[config.mk]
export PLATFORM = sky130hd
export DESIGN_NAME = rgba_to_rgb332_thumbnail_pixel
export DESIGN_NICKNAME = d
export VERILOG_FILES = /design/src/hw/rtl/r332t_pkg.sv /design/src/hw/rtl/r332t_blend.sv /design/src/hw/rtl/r332t_quant.sv /design/src/hw/rtl/rgba_to_rgb332_thumbnail_pixel.sv
export SDC_FILE = /design/constraint.sdc
export NUM_CORES = 1
export LEC_CHECK = 0
export ABC_CLOCK_PERIOD_IN_PS = 11700
export BUFFER_PORTS_ARGS = -buffer_cell sky130_fd_sc_hd__buf_2
export CORE_MARGIN = 4
export CORE_UTILIZATION = 45
export CTS_CLUSTER_DIAMETER = 120
export DETAILED_ROUTE_END_ITERATION = 10
export PLACE_DENSITY = 0.72
export SYNTH_ARGS = -nofsm -noshare
export SYNTH_HDL_FRONTEND = slang
export SYNTH_HIERARCHICAL = 1
export SYNTH_SLANG_ARGS = --single-unit
[constraint.sdc]
create_clock -name clk -period 11.7 [get_ports clk]
set_clock_uncertainty 0.1 [all_clocks]
set_input_delay 1.17 -clock clk [delete_from_list [all_inputs] [get_ports clk]]
set_output_delay 1.17 -clock clk [all_outputs]
set_load 0.1 [all_outputs]
[src/hw/rtl/r332t_pkg.sv]
`default_nettype none

package r332t_pkg;

  // Arithmetic constants of the blend and the quantizer
  localparam int unsigned FULL_SCALE   = 255;
  localparam int unsigned HALF_ROUND   = 127;
  localparam int unsigned RG_MAX_LEVEL = 7;
  localparam int unsigned B_MAX_LEVEL  = 3;
  localparam int unsigned RED_SHIFT    = 5;
  localparam int unsigned GREEN_SHIFT  = 2;

  // Numerator of the blend when a*(255-c) is zero: 255*255 plus rounding
  localparam int unsigned BLEND_BIAS = FULL_SCALE * FULL_SCALE + HALF_ROUND;

  typedef logic [7:0]  chan_t;
  typedef logic [15:0] blend_num_t;
  typedef logic [8:0]  thresh_t;
  typedef logic [2:0]  rg_level_t;
  typedef logic [1:0]  b_level_t;

  typedef struct packed {
    logic [7:0] red;
    logic [7:0] green;
    logic [7:0] blue;
    logic [7:0] alpha;
    logic       row_end;
  } pixel_in_t;

  typedef struct packed {
    logic [7:0] packed_pixel;
    logic       row_end_out;
  } pixel_out_t;

  // Sum of the decoded values of levels k and k+1 for the 8-level channels;
  // twice the blended value above this picks a level above k
  function automatic thresh_t rg_thresh(input int unsigned k);
    int unsigned lo;
    int unsigned hi;
    lo = (k * FULL_SCALE) / RG_MAX_LEVEL;
    hi = ((k + 1) * FULL_SCALE) / RG_MAX_LEVEL;
    return thresh_t'(lo + hi);
  endfunction

  // Same for the 4-level blue channel
  function automatic thresh_t b_thresh(input int unsigned k);
    int unsigned lo;
    int unsigned hi;
    lo = (k * FULL_SCALE) / B_MAX_LEVEL;
    hi = ((k + 1) * FULL_SCALE) / B_MAX_LEVEL;
    return thresh_t'(lo + hi);
  endfunction

endpackage

`default_nettype wire

[src/hw/rtl/r332t_blend.sv]
`default_nettype none

module r332t_blend (
  input  wire r332t_pkg::chan_t chan,
  input  wire r332t_pkg::chan_t alpha,
  output r332t_pkg::chan_t      blended
);

  logic [7:0]                inv_chan;
  r332t_pkg::blend_num_t     prod;
  r332t_pkg::blend_num_t     num;
  r332t_pkg::blend_num_t     sum;

  // Numerator c*a + 255*(255-a) + 127, rewritten as bias - a*(255-c)
  assign inv_chan = 8'(r332t_pkg::FULL_SCALE) - chan;
  assign prod     = 16'(alpha) * 16'(inv_chan);
  assign num      = 16'(r332t_pkg::BLEND_BIAS) - prod;

  // Divide by 255: (n + (n >> 8) + 1) >> 8 is exact over the numerator's range
  assign sum     = num + {8'd0, num[15:8]} + 16'd1;
  assign blended = sum[15:8];

endmodule

`default_nettype wire

[src/hw/rtl/r332t_quant.sv]
`default_nettype none

module r332t_quant (
  input  wire r332t_pkg::chan_t w_red,
  input  wire r332t_pkg::chan_t w_green,
  input  wire r332t_pkg::chan_t w_blue,
  output logic [7:0]            packed_pixel
);

  r332t_pkg::thresh_t   red_x2;
  r332t_pkg::thresh_t   green_x2;
  r332t_pkg::thresh_t   blue_x2;
  r332t_pkg::rg_level_t lvl_red;
  r332t_pkg::rg_level_t lvl_green;
  r332t_pkg::b_level_t  lvl_blue;

  assign red_x2   = {w_red,   1'b0};
  assign green_x2 = {w_green, 1'b0};
  assign blue_x2  = {w_blue,  1'b0};

  // Count the midpoints exceeded; thresholds rise, so the count is the level
  always_comb begin
    lvl_red   = '0;
    lvl_green = '0;
    lvl_blue  = '0;
    for (int unsigned k = 0; k < r332t_pkg::RG_MAX_LEVEL; k++) begin
      if (red_x2 > r332t_pkg::rg_thresh(k)) begin
        lvl_red = lvl_red + 3'd1;
      end
      if (green_x2 > r332t_pkg::rg_thresh(k)) begin
        lvl_green = lvl_green + 3'd1;
      end
    end
    for (int unsigned k = 0; k < r332t_pkg::B_MAX_LEVEL; k++) begin
      if (blue_x2 > r332t_pkg::b_thresh(k)) begin
        lvl_blue = lvl_blue + 2'd1;
      end
    end
  end

  // Pack as RRRGGGBB
  assign packed_pixel = {lvl_red, lvl_green, lvl_blue};

endmodule

`default_nettype wire

[src/hw/rtl/rgba_to_rgb332_thumbnail_pixel.sv]
// Channel   Direction  Handshake            Payload
// in_       input      in_valid / in_stall  r332t_pkg::pixel_in_t  (RGBA, row_end)
// out_      output     out_valid / out_stall r332t_pkg::pixel_out_t (RRRGGGBB, row_end_out)
//
// One pixel per cycle while out_stall is low; input register feeds result register.
// The rate is set by the single input-register to result-register pass (blend
// multiply, divide-by-255 adder, threshold compares).
// Reset clears both stage valid flags; no pixel is in flight after reset.
// A stalled result holds its register; the input register still takes a pixel,
// so in_stall rises only when both registers are full and out_stall is high.
`default_nettype none

module rgba_to_rgb332_thumbnail_pixel (
  input  wire                     clk,
  input  wire                     rst_n,
  input  wire                     in_valid,
  output logic                    in_stall,
  input  wire r332t_pkg::pixel_in_t in_data,
  output logic                    out_valid,
  input  wire                     out_stall,
  output r332t_pkg::pixel_out_t   out_data
);

  logic                  s1_v_r;
  r332t_pkg::pixel_in_t  s1_data_r;
  logic                  out_v_r;
  r332t_pkg::pixel_out_t out_data_r;
  r332t_pkg::pixel_out_t out_data_nxt;
  logic                  out_ready;
  logic                  s1_ready;
  r332t_pkg::chan_t      w_red;
  r332t_pkg::chan_t      w_green;
  r332t_pkg::chan_t      w_blue;
  logic [7:0]            packed_pixel;

  // Advance when the next stage is empty or moving on
  assign out_ready = !out_v_r || !out_stall;
  assign s1_ready  = !s1_v_r || out_ready;
  assign in_stall  = !s1_ready;

  // Blend each colour channel over white
  r332t_blend u_blend_red (
    .chan    (s1_data_r.red),
    .alpha   (s1_data_r.alpha),
    .blended (w_red)
  );

  r332t_blend u_blend_green (
    .chan    (s1_data_r.green),
    .alpha   (s1_data_r.alpha),
    .blended (w_green)
  );

  r332t_blend u_blend_blue (
    .chan    (s1_data_r.blue),
    .alpha   (s1_data_r.alpha),
    .blended (w_blue)
  );

  // Quantize and pack
  r332t_quant u_quant (
    .w_red        (w_red),
    .w_green      (w_green),
    .w_blue       (w_blue),
    .packed_pixel (packed_pixel)
  );

  assign out_data_nxt.packed_pixel = packed_pixel;
  assign out_data_nxt.row_end_out  = s1_data_r.row_end;

  // Stage valid flags
  always_ff @(posedge clk) begin
    if (!rst_n) begin
      s1_v_r  <= 1'b0;
      out_v_r <= 1'b0;
    end else begin
      if (s1_ready) begin
        s1_v_r <= in_valid;
      end
      if (out_ready) begin
        out_v_r <= s1_v_r;
      end
    end
  end

  // Capture the transaction payloads; hold them while stalled
  always_ff @(posedge clk) begin
    if (in_valid && s1_ready) begin
      s1_data_r <= in_data;
    end
    if (s1_v_r && out_ready) begin
      out_data_r <= out_data_nxt;
    end
  end

  assign out_valid = out_v_r;
  assign out_data  = out_data_r;

endmodule

`default_nettype wire

Word level (Yosys, flattened, before mapping)
Index checks and enable logic that the tools add are counted.
Widths: inputs -> output; s select.
{"block": "classes", "add_sub_neg": 26, "multipliers": 3, "n_lt_le_gt_ge": 17, "mux": 17, "reduce_logical": 8}
{"op": "$gt 9x9->1 const B", "n": 7}
{"op": "$add 16x1->16 const B", "n": 3}
{"op": "$add 16x8->16", "n": 3}
{"op": "$mul 8x8->16", "n": 3}
{"op": "$sub 16x16->16 const A", "n": 3}
{"op": "$gt 9x8->1 const B", "n": 5}
{"op": "$mux 3", "n": 12}
{"op": "$add 3x1->3 const B", "n": 10}
{"op": "$gt 9x7->1 const B", "n": 3}
{"op": "$sub 8x8->8 const A", "n": 3}
{"op": "$gt 9x6->1 const B", "n": 2}
{"op": "$add 1x1->2 const B", "n": 3}
{"op": "$logic_not 1->1", "n": 4}
{"op": "$mux 2", "n": 2}
{"op": "$mux 1", "n": 3}
{"op": "$add 2x1->2 const B", "n": 1}
{"op": "$logic_and 1x1->1", "n": 2}
{"op": "$logic_or 1x1->1", "n": 2}
{"block": "totals", "ff_bits": 44, "output_inout_bits": 11}

Depth between registers and ports, before layout
{"block": "depth", "word_depth": 19, "depth_mapped": 46, "ltp_nobuf": 44}

Modules after synthesis
Netlist, hierarchy kept.
{"module": "r332t_blend (u_blend_blue)", "n_inst": 1, "cells_per_inst": 374, "area_per_inst_um2": 3106.7, "seq_area_each_um2": 0.0}
{"module": "r332t_blend (u_blend_green)", "n_inst": 1, "cells_per_inst": 355, "area_per_inst_um2": 2989.1, "seq_area_each_um2": 0.0}
{"module": "r332t_blend (u_blend_red)", "n_inst": 1, "cells_per_inst": 336, "area_per_inst_um2": 2780.2, "seq_area_each_um2": 0.0}
{"module": "rgba_to_rgb332_thumbnail_pixel", "n_inst": 1, "cells_per_inst": 50, "area_per_inst_um2": 1345.0, "seq_area_each_um2": 1301.2}
{"module": "r332t_quant", "n_inst": 1, "cells_per_inst": 158, "area_per_inst_um2": 1084.8, "seq_area_each_um2": 0.0}

Least setup slack after synthesis
Ideal clock, no wire load.
{"block": "synth_path", "kind": "reg2reg", "start": "reg s1_data_r[2] in the netlist's numbering", "end": "reg out_data_r, in the netlist out_data[8], data pin", "setup_time_ns": 0.258, "arrival_time_ns": 9.754, "t_required_ns": 11.342, "slack_ns": 1.589, "path_stages_with_launch": 43, "synth_period_minus_slack_ns": 10.111, "path_cell_list": "edfxtp_1 -> nand2b_1 -> fa_1 -> fa_1 -> fa_1 -> inv_1 -> fa_1 -> inv_1 -> ha_1 -> buf_4 -> o211a_1 -> o31a_1 -> nor2_1 -> o21ai_0 -> xnor2_1 -> inv_1 -> ha_1 -> a21oi_1 -> (+7 left out) -> clkbuf_2 -> a211o_1 -> a2111o_1 -> ha_1 -> inv_1 -> xnor2_1 -> ha_1 -> a32o_1 -> or3b_4 -> ha_1 -> mux2_4 -> ha_1 -> mux2_4 -> ha_1 -> o2111ai_1 -> xnor2_1 -> nand2_1 -> xnor2_1"}
{"element": "from (decl)", "line": "rgba_to_rgb332_thumbnail_pixel.sv:25", "rtl": "r332t_pkg::pixel_in_t s1_data_r;"}
{"element": "from (signal assigned)", "line": "rgba_to_rgb332_thumbnail_pixel.sv:89", "rtl": "s1_data_r <= in_data;"}
{"element": "to (signal assigned)", "line": "rgba_to_rgb332_thumbnail_pixel.sv:92", "rtl": "out_data_r <= out_data_nxt;"}
{"element": "to (decl)", "line": "rgba_to_rgb332_thumbnail_pixel.sv:27", "rtl": "r332t_pkg::pixel_out_t out_data_r;"}

==> results.cfg <==
[status]
status = finished, final reports clean

[synth]
synth_cells = 1273
postSynth.asyncResetShare_pct = 0
yosysSeqAreaShare_pct = 11.5
ys_top_cells_by_area = fa_1 (20%), ha_1 (17%), edfxtp_1 (11%), inv_1 (9.0%), nand2b_1 (6.3%)
synth_top_cells_by_count = inv_1 (272), ha_1 (158), fa_1 (114)
synth_top_cell_area_share_pct = 20.2
synth-edff-count = 42
yosys_warnings = 6
synth_top_area_cell = fa_1
post_synth.cell_area_avg_um2 = 8.88
ys_ff_latch = 44
synth.most_common_cell = inv_1
syn_nets = 1582
synth_area_um2 = 11300
ys.flop_type = edfxtp_1
ys_types = 91

[timing]
fin_crit_sh_pct = 93.7
drv_slew = 0
slew-limit-headroom_pct = 26.2
worst-slew-pin-transition_ns = 1.10
clock.fmax_mhz = 91.2
hold_viol_final = 0
period_minus_slack_ns = 10.97
rsz0062_at_grt = no
worst_slack_ns = 0.734
setup_violations = 0
fin_tns_setup_ns = 0

[drt]
drt_wl_total_um = 24000
postRouteAntennaNets = 0
first_iter_violations = 419
drt-pass1-iter-count = 5
vias = 8607
via_per_inst = 5.24
drcViolationCount = 0
wl_per_cell_um = 14.6

[critical_path]
crit_slowest_cell = edfxtp_1
arrival_ns = 10.93
worst_path_largest_cell_delay_ns = 0.88
cp.required_ns = 11.66
crit_path_start_kind = flip-flop
cp_max_fo = 24
crit_type = reg -> reg
cp_common_cell = ha_1
cp-end-kind = flip-flop

[global_route]
grt.overflow.total = 0
grt_pass1_wl_um = 41700
grt_pass1_vias = 8906
grt_max_degree = 34
antenna_found_initial = 1
track_usage_pct = 17.7

[placement]
dp_worst_setup_slack_ns = 0.725
port_buffers = 47
finalWeightedCongestion = 0.863
dpl.hpwl_um = 19400
placed_cells = 1633

[layout]
final_cells = 1642
finalNetCount = 1626
area_growth_pct = 7.32
n_antenna_cell = 0
drive_gt1_share_pct = 8.35
n_fill_cell = 2339

[clock_tree]
cts_buffers = 5
cts_tree = built
clock-sinks = 44
clk_path_buf_depth = 2
cts-root-buf = clkbuf_16
path_clk_slew_ns = 0.07
insertion_delay_ns = 0.31
h-tree-depth = 2
hold_buffers = 0

[floorplan]
io_pins = 48
die-height_um = 167
fp.dieArea_um2 = 27700
die_w_um = 167
start_util_pct = 46.1
rows = 57
core_um2 = 24500

[job]
drv_cap = 0

[hold_path]
hold_path.class = reg -> reg
## worst max-delay path: cells and delay by family, from the launching register on
family / cells / cell delay (ns)
AND/OR/NAND/NOR: 7 / 1.44
flip-flops: 1 / 0.88
adder cells (fa/ha/maj): 11 / 4.30
buffers and inverters: 5 / 0.33
multiplexers: 2 / 0.55
AO/OA/AOI/OAI: 11 / 2.30
XOR/XNOR: 3 / 0.83
## cell families (layout without fill, tap and decap cells)
kind of cell | after synthesis | after routing | share of synthesized area, %
xor gates and xnor gates | 72 | 72 | 5.71
AOI/OAI and AO/OA | 194 | 194 | 13.6
and+or+nand+nor | 388 | 388 | 20.5
buffers and inverters | 294 | 339 | 10.0
DFF | 44 | 44 | 11.5
adders and majority gates | 274 | 274 | 37.9
muxes | 7 | 7 | 0.730
## layout by cell type, fill, tap and decap left out, types with 7 or more instances in the layout
cell        n
nand4_1    11
nor3b_1     9
nand2_1    42
buf_2      47
a21oi_1    37
o21a_1     15
nand3_1    21
nor3_1     12
inv_1     272
a21o_1     12
nand2b_1  113
fa_1      114
nor2b_1    98
nor2_1     29
buf_4      11
xnor2_1    50
edfxtp_1   42
o21ai_0    31
xor2_1     19
ha_1      158
and2_1      7
a31oi_1     7
## final timing paths
| kind | start | endpoint | slack [ns] | depth (start not counted) |
|---|---|---|---|---|
| worst min register to register | out_data_nxt[0] | out_data[0] | 0.33 | 0 |
| worst max register to register | s1_data_r[4] | out_data[7] | 0.73 | 39 |
| worst min-delay path | out_data_nxt[0] | out_data[0] | 0.33 | 0 |
| worst max-delay path | s1_data_r[4] | out_data[7] | 0.73 | 39 |
## registers in the layout, indices dropped and copies added (netlist names)
name / count
out_data: 9
s1_v_r: 1
s1_data_r: 32
out_valid: 1
out_data_nxt: 1
## repair_timing
action                     in CTS  in global routing
setup endpoints to repair       0                  2
setup buffers                   0                  1
resized for setup               0                  1
## metrics by stage
stage          cell area (µm²)  utilization [%]  hold WS, ns
2_1_floorplan            11300                -        0.300
3_3_place_gp             11900             48.6        0.303
3_5_place_dp             11900             48.6        0.317
4_1_cts                  12100             49.4        0.335
5_1_grt                  12100             49.5        0.332
6_report                 12100             49.5        0.331
## final cells by class
class / instances / area, µm² / share of cell area, %
Sequential cell: 44 / 1300 / 10.7
Multi-Input combinational cell: 935 / 8880 / 73.2
Inverter: 272 / 1020 / 8.41
Clock inverter: 2 / 60.1 / 0.495
Clock buffer: 6 / 129 / 1.06
Tap cell: 324 / 405 / 3.34
Timing Repair Buffer: 59 / 332 / 2.73
## routing by layer
metal	routed length [µm]	part of all wire, %	global-route usage [%]
met1	10700	45	22.6
met2	12100	50	31.7
met3	688	2.9	1.68
met4	497	2.1	5.09
met5	7	0.029	0
Power is not shown: default switching activity piles up to over one toggle a cycle in this logic, so the estimate is an artifact.
